## src/sv/bda_pkg.sv

```systemverilog
// Shared types and constants for the button debounce and auto-repeat block.
// Holds the per-button record, phase and controller encodings and register indexes.
// No dependencies.
package bda_pkg;

  localparam int LINES_DEF     = 4;
  localparam int DPL_DEF       = 16;
  localparam int BUTTONS_DEF   = 4;
  localparam int MAX_BURST_DEF = 8;
  localparam int MAX_OUT       = 32;

  localparam int CFG_IDX_W  = 3;
  localparam int CFG_DATA_W = 32;
  localparam int IVL_W      = 40;
  localparam int DIV_STEPS  = 2;

  localparam logic [CFG_IDX_W-1:0] REG_PRESS_DELAY   = 3'd0;
  localparam logic [CFG_IDX_W-1:0] REG_RELEASE_DELAY = 3'd1;
  localparam logic [CFG_IDX_W-1:0] REG_FIRST_REPEAT  = 3'd2;
  localparam logic [CFG_IDX_W-1:0] REG_REPEAT_IVL    = 3'd3;
  localparam logic [CFG_IDX_W-1:0] REG_ACCELERATE    = 3'd4;
  localparam logic [CFG_IDX_W-1:0] REG_COMM_OK_MASK  = 3'd5;

  localparam logic [15:0] PRESS_DELAY_RST   = 16'd0;
  localparam logic [15:0] RELEASE_DELAY_RST = 16'd0;
  localparam logic [31:0] FIRST_REPEAT_RST  = 32'd1000000;
  localparam logic [25:0] REPEAT_IVL_RST    = 26'd50000000;
  localparam logic        ACCELERATE_RST    = 1'b0;
  localparam logic [7:0]  COMM_OK_MASK_RST  = 8'd32;

  // Division by 103: ceil(2^32 / 103) and floor(2^20 / 103); 2^20 mod 103 is 36.
  localparam logic [25:0] DIV_RECIP = 26'd41698712;
  localparam logic [13:0] DIV_HI_Q  = 14'd10180;

  typedef enum logic [1:0] {
    PH_IDLE      = 2'd0,
    PH_PRESSING  = 2'd1,
    PH_HELD      = 2'd2,
    PH_RELEASING = 2'd3
  } phase_e;

  typedef enum logic [3:0] {
    ST_CLEAR,
    ST_IDLE,
    ST_RD,
    ST_SUB,
    ST_SCALE,
    ST_EVAL,
    ST_DIV,
    ST_WB,
    ST_EMIT,
    ST_FIN
  } state_e;

  typedef struct packed {
    logic signed [IVL_W-1:0] iv;
    logic                    rf;
    logic [31:0]             lr;
    logic [31:0]             pt;
    phase_e                  ph;
  } rec_t;

  typedef struct packed {
    logic accept;
    logic clr_wr;
    logic eval;
    logic div_step;
    logic wb;
    logic push;
    logic adv;
    logic fin;
  } cmd_t;

  typedef struct packed {
    logic in_ok;
    logic clr_last;
    logic need_div;
    logic div_done;
    logic has_emit;
    logic cnt_last;
    logic more;
    logic can_push;
    logic pend_v;
  } sts_t;

endpackage

```

## src/sv/bda_ctrl.sv

```systemverilog
// Controller state machine: clearing pass, per-button walk, division wait and event pushes.
// Depends on bda_pkg.
module bda_ctrl import bda_pkg::*; (
  input  logic clk_i,
  input  logic rst_ni,
  input  logic in_valid_i,
  output logic in_ready_o,
  input  sts_t sts_i,
  output cmd_t cmd_o,
  output state_e state_o
);

  state_e state_q, state_d;

  always_ff @(posedge clk_i or negedge rst_ni) begin
    if (!rst_ni) begin
      state_q <= ST_CLEAR;
    end else begin
      state_q <= state_d;
    end
  end

  always_comb begin
    state_d    = state_q;
    cmd_o      = '0;
    in_ready_o = 1'b0;
    case (state_q)
      ST_CLEAR: begin
        cmd_o.clr_wr = 1'b1;
        if (sts_i.clr_last) state_d = ST_IDLE;
      end
      ST_IDLE: begin
        in_ready_o = 1'b1;
        if (in_valid_i) begin
          cmd_o.accept = 1'b1;
          if (sts_i.in_ok) state_d = ST_RD;
        end
      end
      ST_RD:    state_d = ST_SUB;
      ST_SUB:   state_d = ST_SCALE;
      ST_SCALE: state_d = ST_EVAL;
      ST_EVAL: begin
        cmd_o.eval = 1'b1;
        state_d = sts_i.need_div ? ST_DIV : ST_WB;
      end
      ST_DIV: begin
        cmd_o.div_step = 1'b1;
        if (sts_i.div_done) state_d = ST_WB;
      end
      ST_WB: begin
        cmd_o.wb = 1'b1;
        if (sts_i.has_emit) begin
          state_d = ST_EMIT;
        end else begin
          cmd_o.adv = 1'b1;
          state_d = sts_i.more ? ST_RD : ST_FIN;
        end
      end
      ST_EMIT: begin
        if (sts_i.can_push) begin
          cmd_o.push = 1'b1;
          if (sts_i.cnt_last) begin
            cmd_o.adv = 1'b1;
            state_d = sts_i.more ? ST_RD : ST_FIN;
          end
        end
      end
      ST_FIN: begin
        if (sts_i.can_push) begin
          cmd_o.fin = 1'b1;
          state_d = ST_IDLE;
        end
      end
      default: state_d = ST_CLEAR;
    endcase
  end

  assign state_o = state_q;

endmodule

```

## config.mk

```make
export PLATFORM = sky130hd
export DESIGN_NAME = bda_ctrl
export DESIGN_NICKNAME = d
export VERILOG_FILES = /design/src/sv/bda_pkg.sv /design/src/sv/bda_ctrl.sv
export SDC_FILE = /design/constraint.sdc
export NUM_CORES = 1
export LEC_CHECK = 0
export ABC_AREA = 1
export BUFFER_PORTS_ARGS = -buffer_cell sky130_fd_sc_hd__buf_4
export CAP_MARGIN = 20
export CELL_PAD_IN_SITES_DETAIL_PLACEMENT = 1
export CELL_PAD_IN_SITES_GLOBAL_PLACEMENT = 1
export CORE_MARGIN = 2
export CORE_UTILIZATION = 25
export CTS_BUF_LIST = sky130_fd_sc_hd__clkbuf_2
export DETAILED_ROUTE_END_ITERATION = 10
export PLACE_DENSITY = 0.85
export SETUP_SLACK_MARGIN = 0.2
export SLEW_MARGIN = 20
export SYNTH_ARGS = -nofsm -noshare
export SYNTH_HDL_FRONTEND = slang
export SYNTH_SLANG_ARGS = --single-unit
export TNS_END_PERCENT = 1
```

## constraint.sdc

```tcl
create_clock -name clk_i -period 1.2 [get_ports clk_i]
set_clock_uncertainty 0.1 [all_clocks]
set_input_delay 0.06 -clock clk_i [delete_from_list [all_inputs] [get_ports clk_i]]
set_output_delay 0.06 -clock clk_i [all_outputs]
set_load 0.01 [all_outputs]
```

* After elaboration in Yosys (flattened, before gate mapping)
Cells that the tools add are included.
Cells by class: equality and inequality tests 16, multiplexer cells 25, reduce and logical (&&, ||, !) cells 2
Operators by type and width (count):
- $pmux 4 s10 | 1
- $mux 4 | 9
- $eq 4x3->1 const B | 4
- $ne 2x2->1 const B | 7
- $mux 1 | 13
- $eq 4x2->1 const B | 2
- $eq 4x4->1 const B | 2
- $reduce_and 7->1 | 1
- $eq 4x1->1 const B | 1
- $logic_not 4->1 | 1
- $mux 2 | 1
- $pmux 1 s2 | 1
Word-level totals: flip-flop bits (word level) 4, input bits 12, output and inout port bits 13, logic and storage cells 44

* Longest topological paths before layout
Gate-level depths: netlist of run 1.
word-level depth 4, gate-level depth with buffers 9, depth with buffers taken out 9

* Worst setup path after synthesis of run 1
OpenSTA, ideal clock, no wires.
kind register to output, from register state_q[1], in the netlist state_o[1], to output port cmd_o[1] (netlist name), arrival time 1.171 ns, data required time 1.040 ns, path slack -0.131 ns, stages on the path, launching flop included 6, buffers on the path 0, cells stage by stage dfrtp_1 nor2_2 nand2_1 nor2_1 nand2_1 nand2_1
RTL lines:
- start, declared | line bda_ctrl.sv:13 | state_e state_q, state_d;
- start signal, assigned | line bda_ctrl.sv:19 | state_q <= state_d;
- end, declared | line bda_ctrl.sv:9 | output cmd_t cmd_o,

==> results.yml, run 1 <==
global_route:
  grt.total_usage_pct: 20.1
  grt_max_degree: 7
  grt_pass1_vias: 695
  antenna_found_initial: 0
  grt_overflow: 0
  grt_pass1_wl_mm: 2.94
synthesis:
  synth_fp_nets: 88
  yosys.cell_types.count: 16
  ys_seq_area_share_pct: 22.9
  syn_area_um2: 437
  yosysTopAreaCell: "dfrtp_1"
  synth-seq-cells: 4
  yosysMostFrequentCell: "nand2_1"
  synth_area_leaders: "dfrtp_1 (23%), nand2_1 (22%), nor2_2 (8.6%)"
  synthTopCellsByCount: "nand2_1 (26), nor2_1 (9), inv_1 (8), nor2_2 (6), nand3_1 (5)"
  ys.flop_type: "dfrtp_1"
  synth_edf_count: 0
  async_flop_share_pct: 100
  synth_warnings: 0
  synth_area_per_cell_um2: 5.75
  synth_top_area_share_pct: 22.9
  postSynthCellCount: 76
detailed_routing:
  wl_mm: 1.92
  drt.antenna.violating_nets: 0
  dr_total_vias: 676
  drt-pass1-iter-count: 3
  drtIter0Drc: 8
  post_drt_via_cell_ratio: 4.97
  wl_per_cell_um: 14.1
  drc: 0
final_layout:
  finalNonFillerCells: 136
  antennaDiodeCount: 0
  nets: 133
  final_area_um2: 836
  fillers: 231
  largest_reg_flops: 4
  layout-drive-gt1-share_pct: 56.3
  syn2layout_area_growth_pct: 91.4
die:
  die_w_um: 45.8
  fp.coreArea_mm2: 0.00169
  pin_count: 25
  dieArea_mm2: 0.00210
  start_util_pct: 25.9
  die_y_um: 45.8
  num_rows: 15
power:
  power.total_w: 0.00209
  power_frac_comb_pct: 75.2
  pwr-share-seq_pct: 18.3
  switching_share_pct: 50.8
  max-vdd-ir-drop_uv: 833
  pwr-share-clk_pct: 6.5
  p_per_area_mw_per_mm2: 2490
  internal_power_w: 0.00103
  p_switching_w: 0.00106
  p_leak_nw: 0.482
timing:
  worst_slack_ns: -0.240
  fin_setup_tns_ns: -2.36
  min_period_ns: 1.44
  hold_viol_final: 0
  setup_viol: 12
  final.period_utilization_pct: 120
  fmax_mhz: 695
  drv_slew: 0
  rsz0062_at_grt: "true"
  maxSlewHeadroom_pct: 83.4
  worst_pin_slew_ns: 0.249
placed_design:
  post_dp_cell_area_um2: 721
  place_ws_ns: -0.119
  numPortBuffers: 23
  gp_congestion: 0.800
  place_inst: 126
  hpwl_mm: 1.37
outcome:
  status: "complete, but fails checks"
  violations: "negative setup slack"
clock_tree:
  clk_latency_ns: 0.23
  cts_tree: "yes"
  cts-buffers-inserted: 3
  clock_sinks: 4
  clock-root-buffer: "clkbuf_2"
  h-tree-depth: 1
  cts_max_path_buffers: 2
  clk_pin_slew_ns: 0.06
run:
  drv_cap: 0
hold_path:
  hp-class: "in2reg"
critical_path:
  critPathArrivalTime_ns: 1.28
  cp-end-kind: "primary output"
  crit_type: "reg2out"
  start_kind: "register"
  crit_fanout: 6
  crit_required_ns: 1.04
[worst max-delay path, stage by stage (launching register included)]
cell and delay [ns]:
dfrtp_2 0.47, buf_4 0.15, nand2_2 0.06, nor2_4 0.13, nand2_2 0.07, nand2_1 0.07, buf_4 0.11
[power groups by stage]
stage | combinational [W] | sequential (W) | clock [W]
5_1_grt | 0.00171 | 0.000389 | 0.000140
6_report | 0.00157 | 0.000381 | 0.000136
4_1_cts | 0.00145 | 0.000374 | 0.000132
3_3_place_gp | 0.00124 | 0.000346 | 0
3_5_place_dp | 0.00128 | 0.000355 | 0
2_1_floorplan | 0.000663 | 0.000373 | 0
[placed cells by master, fill, tap and decap left out]
cell and n:
inv_4 1, clkbuf_2 3, nand2_2 6, dfrtp_2 4
buf_6 2, nor2_2 3, inv_1 8, o211ai_1 1
dlygate4sd3_1 1, nor2_1 7, and3_1 1, nand3b_1 3
inv_2 3, o21ai_1 2, nor2_4 6, nand3_2 2
o21ai_0 1, nand2_1 22, nand4_1 2, nand3_1 4
buf_4 37
[kinds of logic after synthesis]
group | Yosys count | synth area share (%)
flops | 4 | 22.9
compound gates | 4 | 5.16
simple gates | 56 | 61.6
buf+inv | 12 | 10.3
[stage by stage]
step | hold slack, ns | util, %
after floorplan | -0.336 | -
after global routing | 0.0712 | 49.5
final | 0.0312 | 49.5
after detailed placement | -0.237 | 42.7
after CTS | 0.0449 | 47.5
after global placement | -0.240 | 42.7
[layer usage]
metal,vias up,global-route usage [%],wire (um)
met4,0,13.7,56
met1,322,23.2,757
met2,24,35.8,1050
li1,323,-,-
met3,7,0.397,63
met5,-,0,0
[worst paths after layout]
path | from | to | slack [ns] | cells after the start
max | state_o[1] | cmd_o[1] | -0.24 | 6
min in group asynchronous | rst_ni | state_o[1] | 0.06 | 2
max in group asynchronous | rst_ni | state_o[0] | 0.81 | 2
max reg2reg | state_o[2] | state_o[0] | -0.19 | 6
min reg2reg | state_o[3] | state_o[3] | 0.65 | 3
min | sts_i[2] | state_o[1] | 0.03 | 5
[what timing repair did]
| action | in CTS | in global routing |
|---|---|---|
| endpoints found under the hold margin | 4 | 0 |
| setup endpoints to repair | 16 | 17 |
| setup buffers | 3 | 3 |
| pin swaps | 4 | 5 |
| gates resized for setup | 8 | 4 |
| hold buffers | 1 | 0 |
[area by class of cell]
| class | count | area, um^2 | share of cell area [%] |
|---|---|---|---|
| Tap cell | 17 | 21.3 | 2.54 |
| Sequential cell | 4 | 105 | 12.6 |
| Timing Repair Buffer | 40 | 310 | 37.1 |
| Multi-Input combinational cell | 60 | 337 | 40.3 |
| Inverter | 12 | 47.5 | 5.69 |
| Clock buffer | 3 | 15.0 | 1.80 |
(Power assumes the default switching activity.)
==> run 2: changes to the inputs <==
--- a/config.mk
+++ b/config.mk
@@ -15,6 +15,7 @@
 export CTS_BUF_LIST = sky130_fd_sc_hd__clkbuf_2
 export DETAILED_ROUTE_END_ITERATION = 10
 export PLACE_DENSITY = 0.85
+export RECOVER_POWER = 100
 export SETUP_SLACK_MARGIN = 0.2
 export SLEW_MARGIN = 20
 export SYNTH_ARGS = -nofsm -noshare
==> results.yml, run 2 (synthesis gave the netlist of run 1 again) <==
clock_tree:
  clk_latency_ns: 0.23
  cts_tree: "yes"
  cts_max_path_buffers: 2
  h-tree-depth: 1
  clock_sinks: 4
  clk_pin_slew_ns: 0.06
  cts-buffers-inserted: 3
  clock-root-buffer: "clkbuf_2"
timing:
  setup_viol: 12
  worst_pin_slew_ns: 0.268
  worst_slack_ns: -0.240
  final.period_utilization_pct: 120
  fmax_mhz: 695
  fin_setup_tns_ns: -2.36
  rsz0062_at_grt: "true"
  hold_viol_final: 0
  drv_slew: 0
  hold_ws_ns: 0.0312
  min_period_ns: 1.44
  maxSlewHeadroom_pct: 82.2
final_layout:
  fillers: 233
  syn2layout_area_growth_pct: 90.5
  largest_reg_flops: 4
  utilization_pct: 49.3
  nets: 133
  antennaDiodeCount: 0
  final_cell_mix: "buf_4 (35), nand2_1 (22), inv_1 (8), nor2_1 (7)"
  layout_commonest_cell: "buf_4"
  layout-drive-gt1-share_pct: 55.5
critical_path:
  crit_required_ns: 1.04
  critPathMaxStageDelay_ns: 0.47
  cp-end-kind: "primary output"
  rrSetupSlack_ns: -0.19
  path_delay_family: "flip-flops"
  start_kind: "register"
  crit_type: "reg2out"
  crit_fanout: 6
  cp_slowest_cell: "dfrtp_2"
  crit_chain: "buf_4 > nand2_2 > nor2_4 > nand2_2 > nand2_1 > buf_4"
  critPathArrivalTime_ns: 1.28
  cp_num_buf_inv: 2
  r2r_cells: 6
  cp_num_cells: 6
global_route:
  grt.total_usage_pct: 20.1
  grt_max_degree: 7
  antenna_found_initial: 0
  grt_pass1_wl_mm: 2.94
  grt_pass1_vias: 695
  grt_overflow: 0
power:
  pwr-share-seq_pct: 18.3
  switching_share_pct: 50.8
  pwr-share-clk_pct: 6.5
  p_switching_w: 0.00106
  power_frac_comb_pct: 75.2
  p_leak_nw: 0.479
  max-vdd-ir-drop_uv: 833
  p_per_area_mw_per_mm2: 2500
  internal_power_w: 0.00102
hold_path:
  min_path_cells: 5
  hp-class: "in2reg"
placed_design:
  hpwl_mm: 1.37
  numPortBuffers: 23
  gp_congestion: 0.800
die:
  start_util_pct: 25.9
  dieArea_mm2: 0.00210
  num_rows: 15
  die_w_um: 45.8
  pin_count: 25
  fp.coreArea_mm2: 0.00169
  die_y_um: 45.8
run:
  drv_cap: 0
detailed_routing:
  drtIter0Drc: 8
  drt.antenna.violating_nets: 0
  dr_total_vias: 676
  wl_mm: 1.92
  wl_per_cell_um: 14.1
  drt-pass1-iter-count: 3
  drc: 0
  post_drt_via_cell_ratio: 4.97
outcome:
  violations: "negative setup slack"
  status: "complete, but fails checks"
run 2: worst min-delay path, stage by stage:
cell and delay [ns]:
buf_4 0.08, nand2_1 0.05, nand2_1 0.05, nand2_1 0.04
nand2_1 0.05
run 2: per-stage QoR:
step | setup slack [ns] | cell area [um^2] | cells | total power, W
finish | -0.240 | 832 | 136 | 0.00208
global route | -0.304 | 832 | 136 | 0.00224
CTS | -0.242 | 802 | 133 | 0.00195
detailed placement | -0.119 | 721 | 126 | 0.00164
global placement | -0.0721 | 721 | 126 | 0.00159
floorplan | -0.0149 | 452 | 76 | 0.00104
run 2: worst paths after layout:
kind | from | endpoint
max in group asynchronous | rst_ni | state_o[0]
worst max-delay path | state_o[1] | cmd_o[1]
worst min register to register | state_o[3] | state_o[3]
worst max register to register | state_o[2] | state_o[0]
min in group asynchronous | rst_ni | state_o[1]
worst min-delay path | sts_i[2] | state_o[1]
run 2: cell type report:
class	count	area (um^2)	share of cell area (%)
Multi-Input combinational cell	60	337	40.5
Inverter	12	47.5	5.71
Tap cell	17	21.3	2.56
Timing Repair Buffer	40	307	36.8
Sequential cell	4	105	12.6
Clock buffer	3	15.0	1.80
run 2: power groups by stage:
stage / Combinational, W / Sequential [W] / Clock (W)
after floorplan: 0.000663 / 0.000373 / 0
after global placement: 0.00124 / 0.000346 / 0
after detailed placement: 0.00128 / 0.000355 / 0
after CTS: 0.00145 / 0.000374 / 0.000132
after global routing: 0.00171 / 0.000388 / 0.000140
final: 0.00157 / 0.000380 / 0.000136
run 2: what timing repair did:
action,4_1_cts,5_1_grt
hold buffers,1,0
resized for setup,8,4
setup buffers,3,3
pin swaps,4,5
setup endpoints to repair,16,17
hold endpoints to repair,4,0
run 2: metal layers:
layer	part of all wire (%)	up-vias	track usage (%)
li1	-	323	-
met1	39	322	23.2
met2	55	24	35.8
met3	3.3	7	0.397
met4	2.9	0	13.7
met5	0	-	0
